<file path="config.mk">
export PLATFORM = sky130hd
export DESIGN_NAME = audio_dc_block_envelope_flat
export DESIGN_NICKNAME = d
export VERILOG_FILES = /design/src/sv/adbe_pkg.sv /design/src/sv/adbe_req_if.sv /design/src/sv/adbe_rsp_if.sv /design/src/sv/adbe_scale.sv /design/src/sv/adbe_dcblk.sv /design/src/sv/adbe_range.sv /design/src/sv/adbe_env.sv /design/src/sv/audio_dc_block_envelope.sv /design/src/flat_wrapper.sv
export VERILOG_INCLUDE_DIRS = /design/src /design/src/sv
export SDC_FILE = /design/constraint.sdc
export NUM_CORES = 2
export LEC_CHECK = 0
export BUFFER_PORTS_ARGS = -buffer_cell sky130_fd_sc_hd__buf_4
export CAP_MARGIN = 5
export CELL_PAD_IN_SITES_DETAIL_PLACEMENT = 1
export CELL_PAD_IN_SITES_GLOBAL_PLACEMENT = 1
export CORE_ASPECT_RATIO = 0.7
export CORE_MARGIN = 2
export CORE_UTILIZATION = 45
export DETAILED_ROUTE_END_ITERATION = 6
export GPL_TIMING_DRIVEN = 0
export PLACE_DENSITY_LB_ADDON = 0.15
export REMOVE_ABC_BUFFERS = 1
export SLEW_MARGIN = 15
export SYNTH_ARGS = -nofsm -noshare
export SYNTH_HDL_FRONTEND = slang
export SYNTH_SLANG_ARGS = --single-unit
</file>
<file path="constraint.sdc">
create_clock -name clock -period 11.41 [get_ports clock]
set_input_delay 0.5705 -clock clock [delete_from_list [all_inputs] [get_ports clock]]
set_output_delay 0.5705 -clock clock [all_outputs]
set_load 0.01 [all_outputs]
</file>
<file path="src/sv/audio_dc_block_envelope_assert.svh">
// Assertion macros for the DC-block envelope block.
// Included by files that carry concurrent assertions; depends on nothing.
`ifndef AUDIO_DC_BLOCK_ENVELOPE_ASSERT_SVH
`define AUDIO_DC_BLOCK_ENVELOPE_ASSERT_SVH

// same-cycle implication
`define ADBE_ASSERT_IMPLY(label, clk, rst, ante, cons, msg) \
   label: assert property (@(posedge clk) disable iff (rst) (ante) |-> (cons)) \
      else $error(msg);

// next-cycle implication
`define ADBE_ASSERT_NEXT(label, clk, rst, ante, cons, msg) \
   label: assert property (@(posedge clk) disable iff (rst) (ante) |=> (cons)) \
      else $error(msg);

`endif

</file>
<file path="src/sv/adbe_pkg.sv">
// Shared constants, types and saturation helper for the DC-block envelope block.
// No dependencies.
package adbe_pkg;

   localparam int unsigned SAMPLE_SHIFT_DEF = 14;

   localparam logic [15:0] GAIN_MIN   = 16'd410;
   localparam logic [15:0] GAIN_MAX   = 16'd40960;
   localparam logic [15:0] GAIN_RESET = 16'd4096;

   localparam logic [15:0] C_POLE    = 16'd32604;
   localparam logic [15:0] C_ATT_NEW = 16'd19661;
   localparam logic [15:0] C_DEC_NEW = 16'd2621;

   localparam logic signed [31:0] S32_MAX = 32'sh7FFF_FFFF;
   localparam logic signed [31:0] S32_MIN = 32'sh8000_0000;

   typedef struct packed {
      logic load;
      logic last;
   } stage_ctl_type;

   function automatic logic signed [31:0] sat_s32(input logic signed [63:0] v);
      logic signed [31:0] r;
      if (v > 64'(S32_MAX)) begin
         r = S32_MAX;
      end else if (v < 64'(S32_MIN)) begin
         r = S32_MIN;
      end else begin
         r = v[31:0];
      end
      return r;
   endfunction

endpackage

</file>
<file path="src/sv/adbe_req_if.sv">
// Input channel of the DC-block envelope block: slot word and buffer marker.
// No dependencies.
interface adbe_req_if;
   logic               valid;
   logic               ready;
   logic signed [31:0] raw_slot;
   logic               last_in_buffer;

   modport source (output valid, output raw_slot, output last_in_buffer, input ready);
   modport sink   (input valid, input raw_slot, input last_in_buffer, output ready);
endinterface

</file>
<file path="src/sv/adbe_rsp_if.sv">
// Result channel of the DC-block envelope block: filtered sample, peak, envelope.
// No dependencies.
interface adbe_rsp_if;
   logic               valid;
   logic               ready;
   logic signed [31:0] filtered_sample;
   logic               buffer_done;
   logic [31:0]        peak_to_peak;
   logic [31:0]        envelope;

   modport source (output valid, output filtered_sample, output buffer_done,
                   output peak_to_peak, output envelope, input ready);
   modport sink   (input valid, input filtered_sample, input buffer_done,
                   input peak_to_peak, input envelope, output ready);
endinterface

</file>
<file path="src/sv/adbe_scale.sv">
// Input scaling stage: arithmetic shift of the slot word, gain multiply, round, saturate.
// Depends on adbe_pkg.
module adbe_scale
   import adbe_pkg::*;
#(
   parameter int unsigned SAMPLE_SHIFT = SAMPLE_SHIFT_DEF
) (
   input  logic               clock,
   input  stage_ctl_type      ctl,
   input  logic signed [31:0] raw_slot,
   input  logic [15:0]        gain,
   output logic signed [31:0] xs_ff,
   output logic               last_ff
);
   localparam int unsigned XW = 32 - SAMPLE_SHIFT;
   localparam int unsigned PW = XW + 17;

   logic signed [XW-1:0] x;
   logic signed [PW-1:0] prod;
   logic signed [PW-1:0] rnd;
   logic signed [31:0]   xs_in;

   assign x     = $signed(raw_slot[31:SAMPLE_SHIFT]);
   assign prod  = PW'(x) * PW'($signed({1'b0, gain}));
   assign rnd   = (prod + $signed(PW'(8))) >>> 4;
   assign xs_in = sat_s32(64'(rnd));

   always_ff @(posedge clock) begin
      if (ctl.load) begin
         xs_ff   <= xs_in;
         last_ff <= ctl.last;
      end
   end
endmodule

</file>
<file path="src/sv/adbe_dcblk.sv">
// DC-blocking IIR stage: y = x - x1 + 0.995*y1 in Q15, saturated to 32 bits.
// Depends on adbe_pkg.
module adbe_dcblk
   import adbe_pkg::*;
(
   input  logic               clock,
   input  logic               reset,
   input  stage_ctl_type      ctl,
   input  logic signed [31:0] xs,
   output logic signed [31:0] ys_ff,
   output logic               last_ff
);
   logic signed [31:0] prev_in_ff;
   logic signed [31:0] prev_out_ff;
   logic signed [47:0] prod;
   logic signed [47:0] fb;
   logic signed [63:0] y;
   logic signed [31:0] ys_in;

   assign prod  = 48'(prev_out_ff) * 48'($signed({1'b0, C_POLE}));
   assign fb    = (prod + 48'sd16384) >>> 15;
   assign y     = 64'(xs) - 64'(prev_in_ff) + 64'(fb);
   assign ys_in = sat_s32(y);

   always_ff @(posedge clock) begin
      if (reset) begin
         prev_in_ff  <= '0;
         prev_out_ff <= '0;
      end else if (ctl.load) begin
         prev_in_ff  <= xs;
         prev_out_ff <= ys_in;
      end
   end

   always_ff @(posedge clock) begin
      if (ctl.load) begin
         ys_ff   <= ys_in;
         last_ff <= ctl.last;
      end
   end
endmodule

</file>
<file path="src/sv/adbe_range.sv">
// Buffer range stage: running min/max over the buffer and peak-to-peak on its last item.
// Depends on adbe_pkg.
module adbe_range
   import adbe_pkg::*;
(
   input  logic               clock,
   input  logic               reset,
   input  stage_ctl_type      ctl,
   input  logic signed [31:0] ys,
   output logic signed [31:0] ys_ff,
   output logic               last_ff,
   output logic [31:0]        p2p_ff
);
   logic signed [31:0] max_ff;
   logic signed [31:0] min_ff;
   logic signed [31:0] hi;
   logic signed [31:0] lo;
   logic signed [32:0] d;

   assign hi = (ys > max_ff) ? ys : max_ff;
   assign lo = (ys < min_ff) ? ys : min_ff;
   assign d  = 33'(hi) - 33'(lo);

   always_ff @(posedge clock) begin
      if (reset) begin
         max_ff <= S32_MIN;
         min_ff <= S32_MAX;
      end else if (ctl.load) begin
         if (ctl.last) begin
            max_ff <= S32_MIN;
            min_ff <= S32_MAX;
         end else begin
            max_ff <= hi;
            min_ff <= lo;
         end
      end
   end

   always_ff @(posedge clock) begin
      if (ctl.load) begin
         ys_ff   <= ys;
         last_ff <= ctl.last;
         p2p_ff  <= d[31:0];
      end
   end
endmodule

</file>
<file path="src/sv/adbe_env.sv">
// Envelope stage and result register: attack/decay smoothing of the buffer peak.
// Depends on adbe_pkg.
module adbe_env
   import adbe_pkg::*;
(
   input  logic               clock,
   input  logic               reset,
   input  stage_ctl_type      ctl,
   input  logic signed [31:0] ys,
   input  logic [31:0]        p2p,
   output logic signed [31:0] sample_ff,
   output logic               done_ff,
   output logic [31:0]        peak_ff,
   output logic [31:0]        env_ff
);
   logic [15:0]        wb;
   logic signed [32:0] diff;
   logic signed [49:0] prod;
   logic signed [49:0] acc;

   assign wb   = (p2p > env_ff) ? C_ATT_NEW : C_DEC_NEW;
   assign diff = $signed({1'b0, p2p}) - $signed({1'b0, env_ff});
   assign prod = 50'(diff) * 50'($signed({1'b0, wb}));
   assign acc  = $signed({3'b000, env_ff, 15'b0}) + prod + 50'sd16384;

   always_ff @(posedge clock) begin
      if (reset) begin
         peak_ff <= '0;
         env_ff  <= '0;
      end else if (ctl.load && ctl.last) begin
         peak_ff <= p2p;
         env_ff  <= acc[46:15];
      end
   end

   always_ff @(posedge clock) begin
      if (ctl.load) begin
         sample_ff <= ys;
         done_ff   <= ctl.last;
      end
   end
endmodule

</file>
<file path="src/sv/audio_dc_block_envelope.sv">
// DC-blocking filter with buffer envelope follower, top level.
// Depends on adbe_pkg, adbe_req_if, adbe_rsp_if and the adbe_* stage modules.
//
// One item in, one item out, one item per clock sustained while results are taken;
// each item passes through the input register, the scale, filter and range stages
// and the result register. Throughput is set by the feedback loops: the 0.995 pole
// multiply-add in the filter stage, the min/max update in the range stage and the
// attack/decay multiply-add in the envelope stage. The stages stall independently,
// so bubbles close up and the input stays open while a result waits until all stages
// are full. The input is not ready during reset. The gain register is clamped to
// 0.1..10 (Q4.12) on write and should only be written while no items are in flight.
`include "audio_dc_block_envelope_assert.svh"

module audio_dc_block_envelope
   import adbe_pkg::*;
#(
   parameter int unsigned SAMPLE_SHIFT = SAMPLE_SHIFT_DEF
) (
   input  logic        clock,
   input  logic        reset,
   adbe_req_if.sink    req_bus,
   adbe_rsp_if.source  rsp_bus,
   input  logic        csr_wr_en,
   input  logic [15:0] csr_wr_data
);
   logic [15:0]        gain_ff;
   logic [15:0]        gain_in;
   logic [4:0]         vld_ff;
   logic [4:0]         vld_in;
   logic [4:0]         ld;
   logic [4:0]         free;
   logic [4:0]         leave;
   logic signed [31:0] raw_ff;
   logic               last1_ff;
   logic signed [31:0] xs;
   logic               last2;
   logic signed [31:0] ys3;
   logic               last3;
   logic signed [31:0] ys4;
   logic               last4;
   logic [31:0]        p2p4;

   always_comb begin
      if (csr_wr_data < GAIN_MIN) begin
         gain_in = GAIN_MIN;
      end else if (csr_wr_data > GAIN_MAX) begin
         gain_in = GAIN_MAX;
      end else begin
         gain_in = csr_wr_data;
      end
   end

   always_ff @(posedge clock) begin
      if (reset) begin
         gain_ff <= GAIN_RESET;
      end else if (csr_wr_en) begin
         gain_ff <= gain_in;
      end
   end

   always_comb begin
      free[4] = !vld_ff[4] || rsp_bus.ready;
      ld      = '0;
      for (int k = 3; k >= 0; k--) begin
         ld[k+1] = vld_ff[k] && free[k+1];
         free[k] = !vld_ff[k] || ld[k+1];
      end
      ld[0] = req_bus.valid && free[0] && !reset;
   end

   assign leave  = {rsp_bus.ready, ld[4:1]};
   assign vld_in = ld | (vld_ff & ~leave);

   always_ff @(posedge clock) begin
      if (reset) begin
         vld_ff <= '0;
      end else begin
         vld_ff <= vld_in;
      end
   end

   // hold the accepted item
   always_ff @(posedge clock) begin
      if (ld[0]) begin
         raw_ff   <= req_bus.raw_slot;
         last1_ff <= req_bus.last_in_buffer;
      end
   end

   adbe_scale #(
      .SAMPLE_SHIFT(SAMPLE_SHIFT)
   ) u_scale (
      .clock    (clock),
      .ctl      ('{load: ld[1], last: last1_ff}),
      .raw_slot (raw_ff),
      .gain     (gain_ff),
      .xs_ff    (xs),
      .last_ff  (last2)
   );

   adbe_dcblk u_dcblk (
      .clock   (clock),
      .reset   (reset),
      .ctl     ('{load: ld[2], last: last2}),
      .xs      (xs),
      .ys_ff   (ys3),
      .last_ff (last3)
   );

   adbe_range u_range (
      .clock   (clock),
      .reset   (reset),
      .ctl     ('{load: ld[3], last: last3}),
      .ys      (ys3),
      .ys_ff   (ys4),
      .last_ff (last4),
      .p2p_ff  (p2p4)
   );

   adbe_env u_env (
      .clock     (clock),
      .reset     (reset),
      .ctl       ('{load: ld[4], last: last4}),
      .ys        (ys4),
      .p2p       (p2p4),
      .sample_ff (rsp_bus.filtered_sample),
      .done_ff   (rsp_bus.buffer_done),
      .peak_ff   (rsp_bus.peak_to_peak),
      .env_ff    (rsp_bus.envelope)
   );

   assign req_bus.ready = free[0] && !reset;
   assign rsp_bus.valid = vld_ff[4];

   `ADBE_ASSERT_IMPLY(a_gain_range, clock, reset, 1'b1,
      (gain_ff >= GAIN_MIN) && (gain_ff <= GAIN_MAX), "gain register outside clamp range")
   `ADBE_ASSERT_NEXT(a_env_hold, clock, reset, !(ld[4] && last4),
      $stable(rsp_bus.envelope) && $stable(rsp_bus.peak_to_peak),
      "envelope changed without a buffer end")
   `ADBE_ASSERT_IMPLY(a_full_stall, clock, reset, (&vld_ff) && !rsp_bus.ready,
      !req_bus.ready, "item taken into a full stalled pipeline")
endmodule

</file>
<file path="src/flat_wrapper.sv">
// flat-port wrapper written by rule: the top's interface ports become plain ports
module audio_dc_block_envelope_flat import adbe_pkg::*;
#(
   parameter int unsigned SAMPLE_SHIFT = SAMPLE_SHIFT_DEF
)
  (clock, reset, csr_wr_en, csr_wr_data, req_bus_valid, req_bus_raw_slot, req_bus_last_in_buffer, req_bus_ready, rsp_bus_valid, rsp_bus_filtered_sample, rsp_bus_buffer_done, rsp_bus_peak_to_peak, rsp_bus_envelope, rsp_bus_ready);
  adbe_req_if req_bus_i ();
  adbe_rsp_if rsp_bus_i ();
  input  logic clock;
  input  logic reset;
  input  logic csr_wr_en;
  input  logic [15:0] csr_wr_data;
  input wire logic [$bits(req_bus_i.valid)-1:0] req_bus_valid;
  input wire logic [$bits(req_bus_i.raw_slot)-1:0] req_bus_raw_slot;
  input wire logic [$bits(req_bus_i.last_in_buffer)-1:0] req_bus_last_in_buffer;
  output wire logic [$bits(req_bus_i.ready)-1:0] req_bus_ready;
  output wire logic [$bits(rsp_bus_i.valid)-1:0] rsp_bus_valid;
  output wire logic [$bits(rsp_bus_i.filtered_sample)-1:0] rsp_bus_filtered_sample;
  output wire logic [$bits(rsp_bus_i.buffer_done)-1:0] rsp_bus_buffer_done;
  output wire logic [$bits(rsp_bus_i.peak_to_peak)-1:0] rsp_bus_peak_to_peak;
  output wire logic [$bits(rsp_bus_i.envelope)-1:0] rsp_bus_envelope;
  input wire logic [$bits(rsp_bus_i.ready)-1:0] rsp_bus_ready;
  assign req_bus_i.valid = req_bus_valid;
  assign req_bus_i.raw_slot = req_bus_raw_slot;
  assign req_bus_i.last_in_buffer = req_bus_last_in_buffer;
  assign req_bus_ready = req_bus_i.ready;
  assign rsp_bus_valid = rsp_bus_i.valid;
  assign rsp_bus_filtered_sample = rsp_bus_i.filtered_sample;
  assign rsp_bus_buffer_done = rsp_bus_i.buffer_done;
  assign rsp_bus_peak_to_peak = rsp_bus_i.peak_to_peak;
  assign rsp_bus_envelope = rsp_bus_i.envelope;
  assign rsp_bus_i.ready = rsp_bus_ready;
  audio_dc_block_envelope #(.SAMPLE_SHIFT(SAMPLE_SHIFT)) u_core (.clock(clock), .reset(reset), .req_bus(req_bus_i), .rsp_bus(rsp_bus_i), .csr_wr_en(csr_wr_en), .csr_wr_data(csr_wr_data));
endmodule
</file>
# [Yosys cells after proc, flatten, opt, wreduce, memory -nomap -nowiden]
# Cells that the tools add are included.
[op_classes] n_addsub=8 multipliers=3 n_lt_le_gt_ge=9 muxes=10 bitwise_logic=3 n_reduce_logical=19
[ops] operator="$mux W32" n=7
[ops] operator="$sub A32 B32 Y33" n=2
[ops] operator="$gt A32 B32 Y1" n=2
[ops] operator="$add A48 B16 Y48 const B" n=1
[ops] operator="$add A47 B16 Y47 const B" n=1
[ops] operator="$add A47 B47 Y47" n=1
[ops] operator="$mul A33 B16 Y47" n=1
[ops] operator="$mul A32 B14 Y46 const B" n=1
[ops] operator="$add A35 B5 Y35 const B" n=1
[ops] operator="$mul A18 B17 Y35" n=1
[ops] operator="$add A33 B33 Y34" n=1
[ops] operator="$gt A34 B32 Y1 const B" n=1
[ops] operator="$lt A34 B32 Y1 const B" n=1
[ops] operator="$gt A31 B32 Y1 const B" n=1
[ops] operator="$lt A31 B32 Y1 const B" n=1
[ops] operator="$lt A32 B32 Y1" n=1
[ops] operator="$mux W16" n=2
[ops] operator="$sub A32 B32 Y32" n=1
[ops] operator="$gt A16 B16 Y1 const B" n=1
[ops] operator="$lt A16 B9 Y1 const B" n=1
[ops] operator="$mux W15" n=1
[ops] operator="$logic_and A1 B1 Y1" n=8
[ops] operator="$logic_not A1 Y1" n=6
[ops] operator="$and A5 B5 Y5" n=1
[ops] operator="3 further kinds" n=7
[totals] register_bits=410

# [Logic depth before layout (Yosys ltp)]
[depth] word_depth=13 depth_mapped=42 depth_no_buf=40

# [By module]
# Synthesis repeated with hierarchy kept, for this count alone.
[unflattened] cells_unflattened=6134 hier_area_um2=57685.3
[modules_own_cells] module="adbe_dcblk" instances=1 cells_each=1913 area_each_um2=18058.6 seq_area_each_um2=2272.2
[modules_own_cells] module="adbe_env" instances=1 cells_each=1940 area_each_um2=17570.6 seq_area_each_um2=2272.2
[modules_own_cells] module="adbe_scale" instances=1 cells_each=1320 area_each_um2=12139.1 seq_area_each_um2=991.0
[modules_own_cells] module="adbe_range" instances=1 cells_each=818 area_each_um2=7952.6 seq_area_each_um2=3233.1
[modules_own_cells] module="audio_dc_block_envelope" instances=1 cells_each=143 area_each_um2=1964.4 seq_area_each_um2=1411.4

# [Worst setup path before layout]
# OpenSTA, ideal clock, no wires.
[synth_timing] kind="reg2reg" startpoint="register u_core.u_dcblk.prev_out_ff[3]" endpoint="register u_core.u_dcblk.prev_out_ff[8]" setup_ns=0.058 arrival_time_ns=10.134 required_time_ns=11.352 path_slack_ns=1.217 path_stages_with_launch=38 n_path_buf=1 synth_period_minus_slack_ns=10.193 path_cell_list="dfxtp_1 -> inv_1 -> fa_1 -> fa_1 -> inv_1 -> fa_1 -> fa_1 -> fa_1 -> fa_1 -> ha_1 -> and3_1 -> a221o_1 -> a21o_1 -> o311a_4 -> o31ai_4 -> nand2_1 -> xor2_1 -> nand4_1 -> [... 2 more ...] -> nand2_1 -> xnor2_1 -> fa_1 -> ha_1 -> a21o_1 -> a21o_1 -> a21oi_1 -> o21ai_0 -> a21oi_1 -> o21bai_1 -> a41o_1 -> a211oi_1 -> xnor2_1 -> o32ai_1 -> a211oi_1 -> clkbuf_1 -> a31o_2 -> o21a_1"
[synth_via] elab_chain_cells=6
[synth_lines] element="start: declaration" line="adbe_dcblk.sv:14" text="logic signed [31:0] prev_out_ff;"
[synth_lines] element="start signal: assignment" line="adbe_dcblk.sv:31" text="prev_out_ff <= ys_in;"
[synth_lines] element="$mul A32 B14 Y46 *" line="adbe_dcblk.sv:20" text="assign prod = 48'(prev_out_ff) * 48'($signed({1'b0, C_POLE}));"
[synth_lines] element="$add A48 B16 Y48 *" line="adbe_dcblk.sv:21" text="assign fb = (prod + 48'sd16384) >>> 15;"
[synth_lines] element="$add A33 B33 Y34 *" line="adbe_dcblk.sv:22" text="assign y = 64'(xs) - 64'(prev_in_ff) + 64'(fb);"
[synth_lines] element="$lt A34 B32 Y1" line="adbe_pkg.sv:27" text="end else if (v < 64'(S32_MIN)) begin"
[synth_lines] element="$mux W32" line="adbe_pkg.sv:27"
[synth_lines] element="$mux W32 *" line="adbe_pkg.sv:25" text="if (v > 64'(S32_MAX)) begin"
[synth_lines] element="named net u_core.u_dcblk.ys_in[8]" line="adbe_dcblk.sv:18" text="logic signed [31:0] ys_in;"
# The timed path passes the listed nets; every way through them passes the cells marked *.
# A chain may end at the register's enable or synchronous reset.

# [Worst setup path in the final report]
[layout_timing] startpoint="register u_core.u_env.env_ff[1]" endpoint="register u_core.u_env.env_ff[31]"
[layout_via] elab_chain_cells=5
[layout_lines] element="start: declaration" line="adbe_env.sv:14" text="output logic [31:0] env_ff"
[layout_lines] element="start signal: assignment" line="adbe_env.sv:32" text="env_ff <= acc[46:15];"
[layout_lines] element="$gt A32 B32 Y1" line="adbe_env.sv:21" text="assign wb = (p2p > env_ff) ? C_ATT_NEW : C_DEC_NEW;"
[layout_lines] element="$mux W15" line="adbe_env.sv:21"
[layout_lines] element="$mul A33 B16 Y47" line="adbe_env.sv:23" text="assign prod = 50'(diff) * 50'($signed({1'b0, wb}));"
[layout_lines] element="$add A47 B47 Y47 *" line="adbe_env.sv:24" text="assign acc = $signed({3'b000, env_ff, 15'b0}) + prod + 50'sd16384;"
[layout_lines] element="$add A47 B16 Y47 *" line="adbe_env.sv:24"
# Every way passes the cells marked *; elsewhere a longest branch is shown, timed or not.

==> results.cfg <==
[logic_synthesis]
synth_top_area_share_pct = 32.6
ys_seq_area_share_pct = 17.8
synthFlopType = dfxtp_1
synth_top_area_cell = fa_1
syn_avg_cell_area_um2 = 9.58
netlist_area_um2 = 54800
syn_inst = 5724
synth_area_leaders = fa_1, ha_1, edfxtp_1
synth_cell_type_count = 92
synth-edff-count = 183
synth-seq-cells = 396
synthArstFlopShare_pct = 0
yosys_warnings = 0

[setup_path]
r2r_start = u_core.u_env.env_ff[1]$_SDFFE_PP0P_
cp_slowest_cell = o41ai_2
endpoint = u_core.u_env.env_ff[31]$_SDFFE_PP0P_
critPathLaunch = u_core.u_env.env_ff[1]$_SDFFE_PP0P_
crit_path_start_kind = flip-flop
worstRegToRegCells = 36
path_common_cell = fa_1
critPathBufInv = 4
crit_arrival_ns = 11.42
crit_type = flip-flop to flip-flop
cp.depth = 36
worstPathRequired_ns = 11.95
r2r-end = u_core.u_env.env_ff[31]$_SDFFE_PP0P_
crit_family = compound AO/OA/AOI/OAI gates
max_stage_delay_ns = 0.63
r2r_slack_ns = 0.53
crit_path_end_kind = flip-flop
crit_fanout = 37

[cts]
path_clk_slew_ns = 0.07
holdBufCountCts = 0
clock_sinks = 396
root_buffer = clkbuf_16
clock_path_buffers = 3
cts_tree = done
h-tree-depth = 2
clk-insertion-delay-late_ns = 0.67
cts_buffers = 47

[route]
wirelength_um = 153000
ant_nets = 0
drcViolationCount = 0
dr.pass1.iters = 5
vias = 39200
vias_per_cell = 5.25
drt_iter0_markers = 2010
wl_per_cell_um = 20.4

[die]
dieArea_um2 = 125000
core-area_um2 = 121000
fp.dieH_um = 296
dieWidth_um = 421
start_util_pct = 45.2
io_pins = 153
std_cell_rows = 107

[timing]
timing.setup.tns_ns = 0
post-route-min-period_ns = 10.88
rsz0062_at_grt = false
fin_skew_ns = 0.0639
setup_slack_ns = 0.530
setup_viol = 0
tightest_slew_ns = 1.21
slew_viol_final = 0
max_freq_mhz = 91.9
hold_viol = 0
finalCritPeriodShare_pct = 95.4
max_slew_margin_pct = 18.6

[cells_and_area]
seqCellArea_um2 = 9780
antennaDiodeCount = 0
fill_cells = 13800
multiInputGateArea_um2 = 39900
finish.utilization_pct = 49.4
fin_area_um2 = 59900
drive_gt1_share_pct = 7.14
area_delta_synth_final_pct = 9.20
fin_nets = 7369

[global_route]
grt_pass1_vias = 42800
grt_max_degree = 98
grt.total_usage_pct = 25.2
grt_first_pass_wirelength_um = 246000
grt_overflow = 0
antenna_found_initial = 3

[placed_design]
dp_hpwl_um = 129000
port_buffers = 138
gp_congestion = 0.890
post-place-ws_ns = -1.44
placed_area_um2 = 57900

[flow_run]
max_cap_violations = 0

[min_path]
hold_class = input port to flip-flop

[outcome]
status = complete, no violations
==> cell usage in the layout (no fill, tap or decap), types with 45 or more instances in the layout <==
master     instances
inv_1           1304
fa_1             893
ha_1             616
nand2_1          476
a21oi_1          307
nor2_1           229
dfxtp_1          203
edfxtp_1         183
xnor2_1          157
buf_4            152
a21o_1           144
and2_1           138
o21ai_0           96
xor2_1            73
a22oi_1           69
o21a_1            64
or2_2             55
clkbuf_16         47
nand3_1           45
==> layer usage <==
layer  up-vias  track usage, %  routed length (µm)
li1      18200               -                   -
met1     20400            36.6               74200
met2       540            41.3               70400
met3       123            2.66                5700
met4         2            4.26                2310
met5         -               0                  10
==> synth_stat cells, types with 7 or more instances <==
cell type,instances
ha_1,616
o21ai_0,100
nor2b_1,31
a22oi_1,69
nand3_1,45
or3_1,14
clkbuf_1,151
nand2b_1,29
xnor2_1,163
buf_1,14
a211oi_1,16
o211ai_1,10
dfxtp_1,213
nand2_1,481
and3_1,30
a21oi_1,311
inv_1,1310
nor2_1,231
nand4_1,32
o21bai_1,38
a21boi_0,9
a2111oi_0,7
o21a_1,65
a31oi_1,17
and2_1,140
a221o_1,8
xor2_1,75
fa_1,893
a21o_1,144
nor3_1,40
mux2_2,32
or2_2,55
a211o_1,10
edfxtp_1,183
mux2i_1,32
==> through the flow <==
step | hold slack [ns] | instances
floorplan | 0.400 | 5587
global placement | 0.403 | 7360
detailed placement | 0.406 | 7377
CTS | 0.0336 | 7469
global route | 0.0507 | 7479
finish | 0.0807 | 7479
==> registers in the layout, summed over array words and instances, names as in the netlist <==
name	flops
u_core.gain_ff	16
u_core.last1_ff	1
u_core.raw_ff	18
u_core.u_dcblk.last_ff	1
u_core.u_dcblk.prev_in_ff	32
u_core.u_dcblk.prev_out_ff	32
u_core.u_dcblk.ys_ff	32
u_core.u_env.done_ff	1
u_core.u_env.env_ff	32
u_core.u_env.peak_ff	32
u_core.u_env.sample_ff	32
u_core.u_range.last_ff	1
u_core.u_range.max_ff	32
u_core.u_range.min_ff	32
u_core.u_range.p2p_ff	32
u_core.u_range.ys_ff	32
u_core.u_scale.last_ff	1
u_core.u_scale.xs_ff	32
u_core.vld_ff	5
==> worst min-delay path by stage <==
stage,start,end,cells after the start
finish,req_bus_raw_slot[29],u_core.raw_ff[29]$_DFFE_PP_,1
global route,req_bus_raw_slot[29],u_core.raw_ff[29]$_DFFE_PP_,1
CTS,req_bus_raw_slot[29],u_core.raw_ff[29]$_DFFE_PP_,1
detailed placement,u_core.u_range.ys_ff[11]$_DFFE_PP_,u_core.u_env.sample_ff[11]$_DFFE_PP_,0
global placement,u_core.u_range.ys_ff[4]$_DFFE_PP_,u_core.u_env.sample_ff[4]$_DFFE_PP_,0
floorplan,u_core.u_scale.last_ff$_DFFE_PP_,u_core.u_dcblk.last_ff$_DFFE_PP_,0
==> cells by family after synthesis <==
family | share of synthesized area, %
xor+xnor | 3.80
mux | 1.24
fa+ha+maj | 46.7
compound gates | 10.4
other cells | 0.0137
simple gates | 9.96
buf+inv | 10.1
flops | 17.8
==> final cells by class <==
| type | instances | share of cell area, % |
|---|---|---|
| tap | 1635 | 3.42 |
| multi-input combinational | 3880 | 66.6 |
| sequential | 396 | 16.3 |
| timing repair buffer | 170 | 2.57 |
| clock buffer | 57 | 2.06 |
| inverter | 1311 | 8.25 |
| clock inverter | 30 | 0.758 |
==> what timing repair did <==
item	in CTS	in global routing
endpoints found under the setup margin	65	67
gates resized for setup	18	35
setup buffers	5	10
pin swaps	1	5
Power is not shown: default switching activity piles up to over one toggle a cycle in this logic, so the estimate is an artifact.
